===== config.mk =====
export PLATFORM = sky130hd
export DESIGN_NAME = selective_repeat_send_window_flat
export DESIGN_NICKNAME = d
export VERILOG_FILES = /design/src/rtl/core/srsw_pkg.sv /design/src/rtl/core/srsw_if.sv /design/src/rtl/core/selective_repeat_send_window.sv /design/src/rtl/core/srsw_ram.sv /design/src/rtl/core/srsw_result_buf.sv /design/src/flat_wrapper.sv
export VERILOG_INCLUDE_DIRS = /design/src /design/src/rtl/core
export SDC_FILE = /design/constraint.sdc
export NUM_CORES = 1
export LEC_CHECK = 0
export BUFFER_PORTS_ARGS = -buffer_cell sky130_fd_sc_hd__buf_2
export CORE_AREA = 2 2 317 319
export DETAILED_ROUTE_END_ITERATION = 7
export DIE_AREA = 0 0 319 321
export GPL_TIMING_DRIVEN = 1
export HOLD_SLACK_MARGIN = 0.02
export PLACE_DENSITY_LB_ADDON = 0.3
export REMOVE_ABC_BUFFERS = 1
export SYNTH_ARGS = -nofsm -noshare
export SYNTH_HDL_FRONTEND = slang
export SYNTH_SLANG_ARGS = --single-unit

===== constraint.sdc =====
create_clock -name clk -period 6.7 [get_ports clk]
set_input_delay 2.01 -clock clk [delete_from_list [all_inputs] [get_ports clk]]
set_output_delay 2.01 -clock clk [all_outputs]
set_load 0.005 [all_outputs]

===== src/rtl/core/selective_repeat_send_window_macros.svh =====
// Assertion macros for the selective-repeat send window.
// Used by the top level; expects signals clk and arst_n in the calling scope.
`ifndef SELECTIVE_REPEAT_SEND_WINDOW_MACROS_SVH
`define SELECTIVE_REPEAT_SEND_WINDOW_MACROS_SVH

// The consequent holds in the same cycle as the antecedent.
`define SRSW_ASSERT_IMPLY(label, ante, cons, msg) \
	label: assert property (@(posedge clk) disable iff (!arst_n) (ante) |-> (cons)) \
		else $error(msg);

// The consequent holds in the cycle after the antecedent.
`define SRSW_ASSERT_NEXT(label, ante, cons, msg) \
	label: assert property (@(posedge clk) disable iff (!arst_n) (ante) |=> (cons)) \
		else $error(msg);

`endif


===== src/rtl/core/srsw_pkg.sv =====
// Shared types, constants and helper functions of the selective-repeat send window.
// No dependencies; srsw_if, the top level and srsw_result_buf use it by scoped names.
`timescale 1ns / 1ps

package srsw_pkg;

	// Window geometry. WINDOW_SLOTS is a power of two that divides 2**SEQ_BITS.
	localparam int WINDOW_SLOTS = 32;
	localparam int SEQ_BITS     = 8;
	localparam int SLOT_W       = $clog2(WINDOW_SLOTS);
	localparam int CNT_W        = $clog2(WINDOW_SLOTS + 1);
	localparam int SUM_W        = SEQ_BITS + 1;
	localparam int TIMER_W      = 16;
	localparam int PEER_W       = 5;
	localparam int ADV_W        = 5;
	localparam int REQ_W        = 2;
	localparam int ACTION_W     = 3;

	localparam logic [SEQ_BITS-1:0] SEQ_MASK      = {SEQ_BITS{1'b1}};
	localparam logic [TIMER_W-1:0]  TIMEOUT_RESET = TIMER_W'(5000);
	localparam logic [PEER_W-1:0]   PEER_RESET    = {PEER_W{1'b1}};
	localparam logic [ADV_W-1:0]    ADV_MAX       = {ADV_W{1'b1}};

	// Request kinds.
	typedef enum logic [REQ_W-1:0] {
		REQ_SEND = 2'd0,
		REQ_ACK  = 2'd1,
		REQ_NACK = 2'd2,
		REQ_TICK = 2'd3
	} req_kind_t;

	// Result actions.
	typedef enum logic [ACTION_W-1:0] {
		ACT_NONE    = 3'd0,
		ACT_SEND    = 3'd1,
		ACT_RESEND  = 3'd2,
		ACT_ACK     = 3'd3,
		ACT_INVALID = 3'd4
	} action_t;

	// Controller states.
	typedef enum logic [1:0] {
		ST_IDLE,
		ST_EXEC,
		ST_SCAN,
		ST_FIN
	} state_t;

	// One result without its end-of-request mark.
	typedef struct packed {
		action_t               action;
		logic [SLOT_W-1:0]     slot;
		logic [SEQ_BITS-1:0]   seqnum;
		logic [ADV_W-1:0]      adv;
		logic                  empty;
	} result_t;

	// Controller to result buffer.
	typedef struct packed {
		logic push;
		logic finish;
	} buf_ctrl_t;

	// Result buffer to controller.
	typedef struct packed {
		logic ready;
		logic hold_busy;
	} buf_stat_t;

	// Free slots minus one, saturated to the header field.
	function automatic logic [ADV_W-1:0] adv_of(input logic [CNT_W-1:0] free);
		logic [CNT_W-1:0] dec;
		dec = free - 1'b1;
		if (free == '0) begin
			return '0;
		end else if (dec > CNT_W'(ADV_MAX)) begin
			return ADV_MAX;
		end else begin
			return ADV_W'(dec);
		end
	endfunction

endpackage


===== src/rtl/core/srsw_if.sv =====
// Valid/ready channel interfaces of the selective-repeat send window.
// Depends on srsw_pkg for the field widths.
`timescale 1ns / 1ps

// Incoming requests: send, ack, nack or timer tick.
interface srsw_req_if;
	logic                          valid;
	logic                          ready;
	logic [srsw_pkg::REQ_W-1:0]    req_type;
	logic [srsw_pkg::SEQ_BITS-1:0] seqnum;
	logic [srsw_pkg::PEER_W-1:0]   peer_window;

	modport source (output valid, req_type, seqnum, peer_window, input ready);
	modport sink (input valid, req_type, seqnum, peer_window, output ready);
endinterface

// Outgoing results.
interface srsw_rsp_if;
	logic                          valid;
	logic                          ready;
	logic [srsw_pkg::ACTION_W-1:0] action;
	logic [srsw_pkg::SLOT_W-1:0]   slot;
	logic [srsw_pkg::SEQ_BITS-1:0] out_seqnum;
	logic [srsw_pkg::ADV_W-1:0]    advertised_window;
	logic                          window_empty;
	logic                          last;

	modport source (output valid, action, slot, out_seqnum, advertised_window, window_empty,
		last, input ready);
	modport sink (input valid, action, slot, out_seqnum, advertised_window, window_empty,
		last, output ready);
endinterface

// Timeout register write channel.
interface srsw_cfg_if;
	logic                         valid;
	logic                         ready;
	logic [srsw_pkg::TIMER_W-1:0] data;

	modport source (output valid, data, input ready);
	modport sink (input valid, data, output ready);
endinterface


===== src/rtl/core/selective_repeat_send_window.sv =====
// Top level of the selective-repeat send window: controller, slot state and timer memory.
// Depends on srsw_pkg, srsw_if, srsw_ram, srsw_result_buf and the assertion macro header.
//
// Usage:
//   req carries one request per handshake: send new data, ack, nack or timer tick.
//   rsp returns the results of each request in order; the last one has last set.
//   cfg writes timeout_ticks; write it only while no request is in flight.
// Request flow:
//   A request is taken in ST_IDLE and handled in ST_EXEC; send, ack and nack give
//   one result through the output register, and a stalled rsp holds them in ST_EXEC.
//   A tick reads one slot timer per cycle from the timer memory while rsp is not
//   stalled, scanning the outstanding slots upward from the window base.
//   A new request is accepted only after the previous one is done, but while its
//   final result still waits in the output register.
// Reset:
//   All slots free, sequence numbers 0, peer window 31, timeout 5000 ticks.
//   Pending flags clear at once; timer entries are written before they are read.
// Stalls:
//   While rsp is stalled the tick scan holds its current slot and resumes when
//   the result can move on; no result is dropped or repeated.
`timescale 1ns / 1ps

`include "selective_repeat_send_window_macros.svh"

module selective_repeat_send_window (
	input  logic       clk,
	input  logic       arst_n,
	srsw_req_if.sink   req,
	srsw_rsp_if.source rsp,
	srsw_cfg_if.sink   cfg
);

	srsw_pkg::state_t                    state_q;
	srsw_pkg::state_t                    state_d;
	srsw_pkg::req_kind_t                 req_kind_q;
	logic [srsw_pkg::SEQ_BITS-1:0]       req_seq_q;
	logic [srsw_pkg::PEER_W-1:0]         req_peer_q;
	logic [srsw_pkg::TIMER_W-1:0]        timeout_q;
	logic [srsw_pkg::SEQ_BITS-1:0]       base_seq_q;
	logic [srsw_pkg::SEQ_BITS-1:0]       next_seq_q;
	logic [srsw_pkg::CNT_W-1:0]          free_q;
	logic [srsw_pkg::PEER_W-1:0]         peer_q;
	logic [srsw_pkg::WINDOW_SLOTS-1:0]   pending_q;
	logic [srsw_pkg::CNT_W-1:0]          cnt_q;
	logic [srsw_pkg::CNT_W-1:0]          span_q;
	logic                                any_q;
	logic                                scan_vld_s1;
	logic [srsw_pkg::SLOT_W-1:0]         scan_slot_s1;
	logic [srsw_pkg::SEQ_BITS-1:0]       scan_seq_s1;

	logic [srsw_pkg::SEQ_BITS-1:0]       outs;
	logic [srsw_pkg::ADV_W-1:0]          adv_now;
	logic [srsw_pkg::TIMER_W-1:0]        reload;
	logic [srsw_pkg::SLOT_W-1:0]         send_slot;
	logic                                send_ok;
	logic [srsw_pkg::SEQ_BITS-1:0]       next_inc;
	logic [srsw_pkg::SEQ_BITS-1:0]       seq_dist;
	logic                                ack_ok;
	logic                                nack_ok;
	logic [srsw_pkg::CNT_W-1:0]          ack_free;
	logic [srsw_pkg::WINDOW_SLOTS-1:0]   ack_mask;
	logic [srsw_pkg::CNT_W-1:0]          span_now;
	logic                                scan_more;
	logic [srsw_pkg::SLOT_W-1:0]         scan_addr;
	logic                                scan_pend;
	logic [srsw_pkg::TIMER_W-1:0]        tmr_rd;
	logic [srsw_pkg::TIMER_W-1:0]        tmr_dec;
	logic                                expire;
	logic                                scan_stall;
	logic                                scan_adv;
	logic                                exec_fire;
	logic                                req_ready;

	logic                                ram_we;
	logic [srsw_pkg::SLOT_W-1:0]         ram_waddr;
	logic [srsw_pkg::TIMER_W-1:0]        ram_wdata;
	logic                                ram_re;

	srsw_pkg::buf_ctrl_t                 buf_ctrl;
	srsw_pkg::buf_stat_t                 buf_stat;
	srsw_pkg::result_t                   res;

	// Window bookkeeping shared by all request kinds.
	assign outs      = next_seq_q - base_seq_q;
	assign adv_now   = srsw_pkg::adv_of(free_q);
	assign reload    = (timeout_q == '0) ? srsw_pkg::TIMER_W'(1) : timeout_q;
	assign send_slot = next_seq_q[srsw_pkg::SLOT_W-1:0];
	assign next_inc  = next_seq_q + 1'b1;
	assign send_ok   = (free_q != '0) && (peer_q != '0) && !pending_q[send_slot]
		&& (outs != srsw_pkg::SEQ_MASK);

	// Ack and nack distance from the window base.
	assign seq_dist = req_seq_q - base_seq_q;
	assign ack_ok   = seq_dist <= outs;
	assign nack_ok  = seq_dist < outs;
	assign ack_free = free_q + srsw_pkg::CNT_W'(seq_dist);

	// Slots released by a cumulative ack: ring offset from the base below the distance.
	always_comb begin
		logic [srsw_pkg::SLOT_W-1:0] off;
		for (int j = 0; j < srsw_pkg::WINDOW_SLOTS; j++) begin
			off = srsw_pkg::SLOT_W'(j) - base_seq_q[srsw_pkg::SLOT_W-1:0];
			ack_mask[j] = srsw_pkg::SEQ_BITS'(off) < seq_dist;
		end
	end

	// Tick scan: span, read address and evaluation of the slot whose timer was last read.
	assign span_now   = (outs > srsw_pkg::SEQ_BITS'(srsw_pkg::WINDOW_SLOTS))
		? srsw_pkg::CNT_W'(srsw_pkg::WINDOW_SLOTS) : srsw_pkg::CNT_W'(outs);
	assign scan_more  = cnt_q < span_q;
	assign scan_addr  = base_seq_q[srsw_pkg::SLOT_W-1:0] + cnt_q[srsw_pkg::SLOT_W-1:0];
	assign scan_pend  = pending_q[scan_slot_s1];
	assign tmr_dec    = (tmr_rd != '0) ? tmr_rd - 1'b1 : '0;
	assign expire     = scan_pend && (tmr_dec == '0);
	assign scan_stall = scan_vld_s1 && expire && !buf_stat.ready;

	assign req.ready = req_ready;
	assign cfg.ready = 1'b1;

	// State register.
	always_ff @(posedge clk or negedge arst_n) begin
		if (!arst_n) begin
			state_q <= srsw_pkg::ST_IDLE;
		end else begin
			state_q <= state_d;
		end
	end

	// Next state, result selection and memory control.
	always_comb begin
		state_d    = state_q;
		req_ready  = 1'b0;
		exec_fire  = 1'b0;
		scan_adv   = 1'b0;
		buf_ctrl   = '0;
		res        = '{action: srsw_pkg::ACT_NONE, slot: '0, seqnum: '0, adv: adv_now,
			empty: (outs == '0)};
		ram_we     = 1'b0;
		ram_waddr  = scan_slot_s1;
		ram_wdata  = expire ? reload : tmr_dec;
		ram_re     = 1'b0;
		unique case (state_q)
			srsw_pkg::ST_IDLE: begin
				req_ready = 1'b1;
				if (req.valid) begin
					state_d = srsw_pkg::ST_EXEC;
				end
			end
			srsw_pkg::ST_EXEC: begin
				unique case (req_kind_q)
					srsw_pkg::REQ_SEND: begin
						buf_ctrl = '{push: 1'b1, finish: 1'b1};
						if (send_ok) begin
							res.action = srsw_pkg::ACT_SEND;
							res.slot   = send_slot;
							res.seqnum = next_seq_q;
							res.empty  = (next_inc == base_seq_q);
						end
						ram_we    = buf_stat.ready && send_ok;
						ram_waddr = send_slot;
						ram_wdata = reload;
					end
					srsw_pkg::REQ_ACK: begin
						buf_ctrl = '{push: 1'b1, finish: 1'b1};
						if (ack_ok) begin
							res.action = srsw_pkg::ACT_ACK;
							res.adv    = srsw_pkg::adv_of(ack_free);
							res.empty  = (next_seq_q == req_seq_q);
						end else begin
							res.action = srsw_pkg::ACT_INVALID;
						end
					end
					srsw_pkg::REQ_NACK: begin
						buf_ctrl = '{push: 1'b1, finish: 1'b1};
						if (nack_ok) begin
							res.action = srsw_pkg::ACT_RESEND;
							res.slot   = req_seq_q[srsw_pkg::SLOT_W-1:0];
							res.seqnum = req_seq_q;
						end else begin
							res.action = srsw_pkg::ACT_INVALID;
						end
						ram_we    = buf_stat.ready && nack_ok;
						ram_waddr = req_seq_q[srsw_pkg::SLOT_W-1:0];
						ram_wdata = reload;
					end
					srsw_pkg::REQ_TICK: begin
						state_d = srsw_pkg::ST_SCAN;
					end
					default: begin
						state_d = srsw_pkg::ST_IDLE;
					end
				endcase
				if (req_kind_q != srsw_pkg::REQ_TICK && buf_stat.ready) begin
					exec_fire = 1'b1;
					state_d   = srsw_pkg::ST_IDLE;
				end
			end
			srsw_pkg::ST_SCAN: begin
				buf_ctrl.push = scan_vld_s1 && expire;
				res.action    = srsw_pkg::ACT_RESEND;
				res.slot      = scan_slot_s1;
				res.seqnum    = scan_seq_s1;
				if (!scan_stall) begin
					scan_adv = 1'b1;
					ram_we   = scan_vld_s1 && scan_pend;
					ram_re   = scan_more;
					if (!scan_more) begin
						state_d = srsw_pkg::ST_FIN;
					end
				end
			end
			srsw_pkg::ST_FIN: begin
				// Mark the held resend as last, or report a tick with nothing expired.
				buf_ctrl = '{push: !any_q, finish: 1'b1};
				if (buf_stat.ready) begin
					state_d = srsw_pkg::ST_IDLE;
				end
			end
			default: begin
				state_d = srsw_pkg::ST_IDLE;
			end
		endcase
	end

	// Request capture.
	always_ff @(posedge clk) begin
		if (req.valid && req_ready) begin
			req_kind_q <= srsw_pkg::req_kind_t'(req.req_type);
			req_seq_q  <= req.seqnum;
			req_peer_q <= req.peer_window;
		end
	end

	// Timeout register.
	always_ff @(posedge clk or negedge arst_n) begin
		if (!arst_n) begin
			timeout_q <= srsw_pkg::TIMEOUT_RESET;
		end else if (cfg.valid) begin
			timeout_q <= cfg.data;
		end
	end

	// Window state updated by send, ack and nack.
	always_ff @(posedge clk or negedge arst_n) begin
		if (!arst_n) begin
			base_seq_q <= '0;
			next_seq_q <= '0;
			free_q     <= srsw_pkg::CNT_W'(srsw_pkg::WINDOW_SLOTS);
			peer_q     <= srsw_pkg::PEER_RESET;
			pending_q  <= '0;
		end else if (exec_fire) begin
			unique case (req_kind_q)
				srsw_pkg::REQ_SEND: begin
					if (send_ok) begin
						pending_q[send_slot] <= 1'b1;
						free_q               <= free_q - 1'b1;
						next_seq_q           <= next_inc;
					end
				end
				srsw_pkg::REQ_ACK: begin
					peer_q <= req_peer_q;
					if (ack_ok) begin
						pending_q  <= pending_q & ~ack_mask;
						free_q     <= ack_free;
						base_seq_q <= req_seq_q;
					end
				end
				srsw_pkg::REQ_NACK: begin
					peer_q <= req_peer_q;
					if (nack_ok) begin
						pending_q[req_seq_q[srsw_pkg::SLOT_W-1:0]] <= 1'b1;
					end
				end
				default: begin
					peer_q <= peer_q;
				end
			endcase
		end
	end

	// Tick scan counter and pipeline control.
	always_ff @(posedge clk or negedge arst_n) begin
		if (!arst_n) begin
			cnt_q       <= '0;
			span_q      <= '0;
			any_q       <= 1'b0;
			scan_vld_s1 <= 1'b0;
		end else if (state_q == srsw_pkg::ST_EXEC) begin
			cnt_q       <= '0;
			span_q      <= span_now;
			any_q       <= 1'b0;
			scan_vld_s1 <= 1'b0;
		end else if (scan_adv) begin
			scan_vld_s1 <= scan_more;
			if (scan_more) begin
				cnt_q <= cnt_q + 1'b1;
			end
			if (scan_vld_s1 && expire) begin
				any_q <= 1'b1;
			end
		end
	end

	// Slot and sequence number of the timer being read.
	always_ff @(posedge clk) begin
		if (scan_adv && scan_more) begin
			scan_slot_s1 <= scan_addr;
			scan_seq_s1  <= base_seq_q + srsw_pkg::SEQ_BITS'(cnt_q);
		end
	end

	// Slot timers. Each slot is read and written at most once per tick, and requests
	// run one at a time, so a read never meets a write to the same entry.
	srsw_ram #(
		.WIDTH(srsw_pkg::TIMER_W),
		.DEPTH(srsw_pkg::WINDOW_SLOTS)
	) u_timer_ram (
		.clk  (clk),
		.we   (ram_we),
		.waddr(ram_waddr),
		.wdata(ram_wdata),
		.re   (ram_re),
		.raddr(scan_addr),
		.rdata(tmr_rd)
	);

	srsw_result_buf u_result_buf (
		.clk   (clk),
		.arst_n(arst_n),
		.ctrl  (buf_ctrl),
		.res   (res),
		.stat  (buf_stat),
		.rsp   (rsp)
	);

	// Every outstanding sequence number holds exactly one slot.
	`SRSW_ASSERT_IMPLY(a_free_matches_outstanding, 1'b1,
		(srsw_pkg::SUM_W'(free_q) + srsw_pkg::SUM_W'(outs))
		== srsw_pkg::SUM_W'(srsw_pkg::WINDOW_SLOTS), "free slots out of step with window")
	// No result of a finished request is left behind in the hold stage.
	`SRSW_ASSERT_IMPLY(a_idle_hold_empty, state_q == srsw_pkg::ST_IDLE,
		!buf_stat.hold_busy, "result left in hold stage between requests")
	// The scan never runs past the outstanding span.
	`SRSW_ASSERT_IMPLY(a_scan_in_span, state_q == srsw_pkg::ST_SCAN, cnt_q <= span_q,
		"tick scan beyond outstanding span")
	// A stalled scan keeps the slot it is evaluating.
	`SRSW_ASSERT_NEXT(a_stall_holds_slot, scan_stall,
		scan_vld_s1 && $stable(scan_slot_s1) && $stable(scan_seq_s1),
		"tick scan lost its slot during a stall")

endmodule


===== src/rtl/core/srsw_ram.sv =====
// Generic simple dual-port RAM: one write port, one read port, registered read data.
// No dependencies.
`timescale 1ns / 1ps

module srsw_ram #(
	parameter int WIDTH = 16,
	parameter int DEPTH = 32
) (
	input  logic                     clk,
	input  logic                     we,
	input  logic [$clog2(DEPTH)-1:0] waddr,
	input  logic [WIDTH-1:0]         wdata,
	input  logic                     re,
	input  logic [$clog2(DEPTH)-1:0] raddr,
	output logic [WIDTH-1:0]         rdata
);

	logic [WIDTH-1:0] mem [DEPTH];

	// Write port.
	always_ff @(posedge clk) begin
		if (we) begin
			mem[waddr] <= wdata;
		end
	end

	// Read port; data holds while re is low.
	always_ff @(posedge clk) begin
		if (re) begin
			rdata <= mem[raddr];
		end
	end

endmodule


===== src/rtl/core/srsw_result_buf.sv =====
// Result staging for the send window: one hold stage and the output register.
// Depends on srsw_pkg and srsw_rsp_if. The hold stage lets the last mark be set late.
`timescale 1ns / 1ps

module srsw_result_buf (
	input  logic                clk,
	input  logic                arst_n,
	input  srsw_pkg::buf_ctrl_t ctrl,
	input  srsw_pkg::result_t   res,
	output srsw_pkg::buf_stat_t stat,
	srsw_rsp_if.source          rsp
);

	logic              hold_vld_q;
	logic              out_vld_q;
	logic              out_last_q;
	srsw_pkg::result_t hold_q;
	srsw_pkg::result_t out_q;
	logic              can_move;
	logic              buf_ready;
	logic              take;
	logic              out_load;
	logic              hold_we;

	// The output register can accept a new result when empty or being drained.
	assign can_move  = !out_vld_q || rsp.ready;
	assign buf_ready = (hold_vld_q || ctrl.finish) ? can_move : 1'b1;
	assign take      = buf_ready && (ctrl.push || ctrl.finish);
	assign out_load  = take && (hold_vld_q || (ctrl.push && ctrl.finish));
	assign hold_we   = take && ctrl.push && (hold_vld_q || !ctrl.finish);

	assign stat.ready     = buf_ready;
	assign stat.hold_busy = hold_vld_q;

	// Occupancy of the hold stage and the output register.
	always_ff @(posedge clk or negedge arst_n) begin
		if (!arst_n) begin
			hold_vld_q <= 1'b0;
			out_vld_q  <= 1'b0;
		end else begin
			if (take) begin
				hold_vld_q <= hold_vld_q ? ctrl.push : (ctrl.push && !ctrl.finish);
			end
			if (out_load) begin
				out_vld_q <= 1'b1;
			end else if (rsp.ready) begin
				out_vld_q <= 1'b0;
			end
		end
	end

	// Result data. A held result becomes the last one when the request finishes.
	always_ff @(posedge clk) begin
		if (out_load) begin
			out_q      <= hold_vld_q ? hold_q : res;
			out_last_q <= hold_vld_q ? (ctrl.finish && !ctrl.push) : 1'b1;
		end
		if (hold_we) begin
			hold_q <= res;
		end
	end

	assign rsp.valid             = out_vld_q;
	assign rsp.action            = out_q.action;
	assign rsp.slot              = out_q.slot;
	assign rsp.out_seqnum        = out_q.seqnum;
	assign rsp.advertised_window = out_q.adv;
	assign rsp.window_empty      = out_q.empty;
	assign rsp.last              = out_last_q;

endmodule


===== src/flat_wrapper.sv =====
// flat-port wrapper written by rule: the top's interface ports become plain ports
module selective_repeat_send_window_flat 
  (clk, arst_n, req_valid, req_req_type, req_seqnum, req_peer_window, req_ready, rsp_valid, rsp_action, rsp_slot, rsp_out_seqnum, rsp_advertised_window, rsp_window_empty, rsp_last, rsp_ready, cfg_valid, cfg_data, cfg_ready);
  srsw_req_if req_i ();
  srsw_rsp_if rsp_i ();
  srsw_cfg_if cfg_i ();
  input  logic clk;
  input  logic arst_n;
  input wire logic [$bits(req_i.valid)-1:0] req_valid;
  input wire logic [$bits(req_i.req_type)-1:0] req_req_type;
  input wire logic [$bits(req_i.seqnum)-1:0] req_seqnum;
  input wire logic [$bits(req_i.peer_window)-1:0] req_peer_window;
  output wire logic [$bits(req_i.ready)-1:0] req_ready;
  output wire logic [$bits(rsp_i.valid)-1:0] rsp_valid;
  output wire logic [$bits(rsp_i.action)-1:0] rsp_action;
  output wire logic [$bits(rsp_i.slot)-1:0] rsp_slot;
  output wire logic [$bits(rsp_i.out_seqnum)-1:0] rsp_out_seqnum;
  output wire logic [$bits(rsp_i.advertised_window)-1:0] rsp_advertised_window;
  output wire logic [$bits(rsp_i.window_empty)-1:0] rsp_window_empty;
  output wire logic [$bits(rsp_i.last)-1:0] rsp_last;
  input wire logic [$bits(rsp_i.ready)-1:0] rsp_ready;
  input wire logic [$bits(cfg_i.valid)-1:0] cfg_valid;
  input wire logic [$bits(cfg_i.data)-1:0] cfg_data;
  output wire logic [$bits(cfg_i.ready)-1:0] cfg_ready;
  assign req_i.valid = req_valid;
  assign req_i.req_type = req_req_type;
  assign req_i.seqnum = req_seqnum;
  assign req_i.peer_window = req_peer_window;
  assign req_ready = req_i.ready;
  assign rsp_valid = rsp_i.valid;
  assign rsp_action = rsp_i.action;
  assign rsp_slot = rsp_i.slot;
  assign rsp_out_seqnum = rsp_i.out_seqnum;
  assign rsp_advertised_window = rsp_i.advertised_window;
  assign rsp_window_empty = rsp_i.window_empty;
  assign rsp_last = rsp_i.last;
  assign rsp_i.ready = rsp_ready;
  assign cfg_i.valid = cfg_valid;
  assign cfg_i.data = cfg_data;
  assign cfg_ready = cfg_i.ready;
  selective_repeat_send_window u_core (.clk(clk), .arst_n(arst_n), .req(req_i), .rsp(rsp_i), .cfg(cfg_i));
endmodule

==> results.txt <==
CTS Sinks -> 679
Slew Viols, Final -> 0
number of antenna violations at the first check in global routing -> 3
layout cell share with drive strength beyond 1 -> 26.3%
Worst Setup End Kind -> flop
DRC viols -> 0
row cnt -> 116
pin count of the biggest net entering global routing -> 69
share of the synthesized area in the top cell type -> 54.3%
Critical R2R Launch -> u_core.base_seq_q[3]$_DFFE_PN0P_
final hold viol count -> 0
P&R area growth vs syn -> 14.9%
Crit Path Class -> flop to flop
RSZ-0062 raised after global routing -> no
Period Utilization, post-route -> 87.0%
startpoint types -> flop
number of detailed-route iterations in the first pass -> 5
clk root buf -> clkbuf_16
# fillers -> 9,247
sequential-to-total area share from yosys stat -> 61.5%
Yosys warnings -> 0
die height -> 321 µm
number of top-level pins -> 62
ranking of synthesized cells by area -> edfxtp_1, mux4_2, dfrtp_1
Routed WL per cell -> 24.3 µm
vias -> 19,080
sequential cell area -> 19,900 µm²
Min Hold Slack -> 0.479 ns
FMAX -> 172 MHz
final setup fails -> 0
GP Congestion -> 0.886
Remaining Overflow, GRT -> 0
Async SR Flop Fraction -> 13.7%
Clock Skews -> 0.0375 ns
die area -> 102,000 µm²
CTS tree -> done
number of synthesized register bits -> 679
vias in the first global route -> 19,330
Synth Flop Type -> edfxtp_1
vias per cell -> 5.39
mapped cell area -> 32,400 µm²
initial DRC count -> 1,931
hold_buf cts -> 0
Worst-path clk slew -> 0.06 ns
die width -> 319 µm
max cap viols -> 0
H-Tree Depth -> 3
first-pass GRT wire length -> 129 mm
Initial Util -> 32.7%
core area -> 99,300 µm²
crit path max fanout -> 16
number of buffers created by CTS -> 73
clk_lat worst skew -> 0.64 ns
PortBufs -> 60
Slew @ Worst Pin -> 1.17 ns
min Tclk post-route -> 5.83 ns
Mapped Cells -> 2,079
R2R cell count -> 17
Post-Layout Inst Area -> 37,300 µm²
cell area power density -> 536 nW/µm²
Finished Core Util -> 37.5%
data arrival time of the worst path -> 6.14 ns
Post-DRT Antenna Nets -> 0
area of the multi-input gates -> 12,000 µm²
Clock Tree Buf Depth -> 3
Hold WC Path Type -> flop to flop
Hold Startpoint -> u_core.req_peer_q[3]$_DFFE_PP_
Setup Fix Bufs, Post-CTS -> 0
Distinct cells, synth -> 94
synthesized area per cell -> 15.6 µm²
Post-Route WL -> 86.1 mm
Max-Slew Margin vs Limit -> 21.9%
Post-DP Area -> 34,900 µm²
Yosys top cell by area -> edfxtp_1
maximum vdd drop -> 0.312 mV
nets@finish -> 2,346
PostCTS Resize Cnt -> 0
Total Routing Usage GR -> 16.8%
worst reg2reg setup slack -> 0.87 ns
Post-synth EDFFs -> 586
WP data required -> 7.01 ns
DP HPWL -> 57.8 mm
Leakage -> 12.9 nW
Hold Path Sink -> u_core.peer_q[3]$_DFFE_PN1P_
status -> finished clean
reg2reg end -> u_core.u_timer_ram.mem[14][6]$_DFFE_PP_
worst hold stages -> 1
critical path: stages, from the launching register on:
cell      delay, ns
dfrtp_1        0.72
clkinv_1       0.52
ha_1           0.55
and3_1         0.21
o21ai_1        0.13
o311ai_1       0.50
inv_1          0.12
ha_1           0.32
nand4_1        0.13
inv_1          0.05
a221oi_1       0.31
buf_4          0.19
nand2b_1       0.24
nand3_1        0.17
nor2_1         0.21
a22oi_4        0.25
nor3_2         0.59
buf_4          0.31
final cells by class:
type / count / share of cell area, %
sequential: 679 / 53.5
multi-input combinational: 1188 / 32.2
clock buffer: 86 / 5.15
tap: 1298 / 4.36
timing repair buffer: 142 / 2.53
clock inverter: 47 / 1.23
inverter: 97 / 0.977
antenna: 1 / 0.00672
synthesized netlist by cell type (all sizes together) (66+ instances only):
cell type	n
dfrtp	82
o21ai	69
mux4	175
inv	96
nand2	66
edfxtp	586
clkbuf	75
nor2	70
a21oi	75
nor3	79
ha	124
sequential cells by signal, summed over array words and instances, names as in the netlist, 6 cells and up, named ones only:
name,count
u_core.u_timer_ram.mem,512
u_core.scan_seq_s1,8
u_core.cnt_q,6
u_core.req_seq_q,8
u_core.free_q,6
u_core.span_q,6
u_core.pending_q,32
u_core.u_timer_ram.rdata,16
u_core.u_result_buf.hold_q,17
u_core.base_seq_q,8
u_core.next_seq_q,8
u_core.timeout_q,16
placed cells by master (no fill, tap or decap), types with 14 or more instances in the layout:
cell type	instances
nor3_2	27
a21o_1	41
ha_1	123
buf_2	59
nor2_1	64
clkbuf_16	74
inv_1	94
nor2b_1	14
nor3_1	52
nand2_1	66
mux2_2	62
buf_4	81
xor2_1	17
o21ai_0	62
mux4_2	175
edfxtp_1	586
nand2b_1	18
xnor2_1	60
and3_1	18
a22oi_1	37
a2bb2oi_1	23
nand3_1	25
dfrtp_1	82
a21oi_1	73
clkinv_1	18
power by group:
| part | internal, mW | leakage (nW) | switching (mW) |
|---|---|---|---|
| clock network | 2.27 | 1.14 | 1.74 |
| registers | 5.58 | 6.47 | 0.329 |
| logic | 4.05 | 5.25 | 6.02 |
| total | 11.9 | 12.9 | 8.08 |
metrics by stage:
step / instances / power [mW] / setup WS, ns / setup TNS (ns)
6_report: 3538 / 20.0 / 0.870 / 0
5_1_grt: 3537 / 21.2 / 0.339 / 0
3_5_place_dp: 3404 / 16.1 / 0.842 / 0
4_1_cts: 3537 / 20.2 / 0.810 / 0
2_1_floorplan: 1964 / 12.7 / -0.224 / -3.59
3_3_place_gp: 3404 / 16.0 / 1.13 / 0
how the worst max path moves through the flow:
stage                                           startpoint                                  endpoint  slack, ns  cells after the start
after global routing      u_core.base_seq_q[3]$_DFFE_PN0P_   u_core.u_timer_ram.mem[15][6]$_DFFE_PP_       0.34                     17
after floorplan           u_core.base_seq_q[0]$_DFFE_PN0P_     u_core.u_timer_ram.rdata[0]$_DFFE_PP_      -0.22                      4
after CTS                 u_core.base_seq_q[3]$_DFFE_PN0P_    u_core.u_timer_ram.mem[7][1]$_DFFE_PP_       0.81                     17
after global placement    u_core.base_seq_q[3]$_DFFE_PN0P_  u_core.u_timer_ram.mem[15][13]$_DFFE_PP_       1.13                     17
after detailed placement  u_core.base_seq_q[3]$_DFFE_PN0P_    u_core.u_timer_ram.mem[7][3]$_DFFE_PP_       0.84                     17
final                     u_core.base_seq_q[3]$_DFFE_PN0P_   u_core.u_timer_ram.mem[14][6]$_DFFE_PP_       0.87                     17
per-layer routing:
layer	GRT usage (%)	routed length (µm)	vias up
met3	2.87	4880	107
li1	-	-	8404
met2	27.5	41500	579
met1	23.2	38000	9990
met5	0	0	-
met4	3.90	1800	0
kinds of logic (layout without fill, tap and decap cells):
logic type      Yosys count  in the layout  synth area share (%)
compound gates          352            352                  7.54
xor+xnor                 83             83                  2.31
fa+ha+maj               129            129                  5.09
buf+inv                 212            372                  2.71
flops                   679            679                  61.5
mux                     247            247                  14.6
other cells               1              2                0.0116
simple gates            376            376                  6.22
Note: power is estimated with default switching activity, not from simulation.
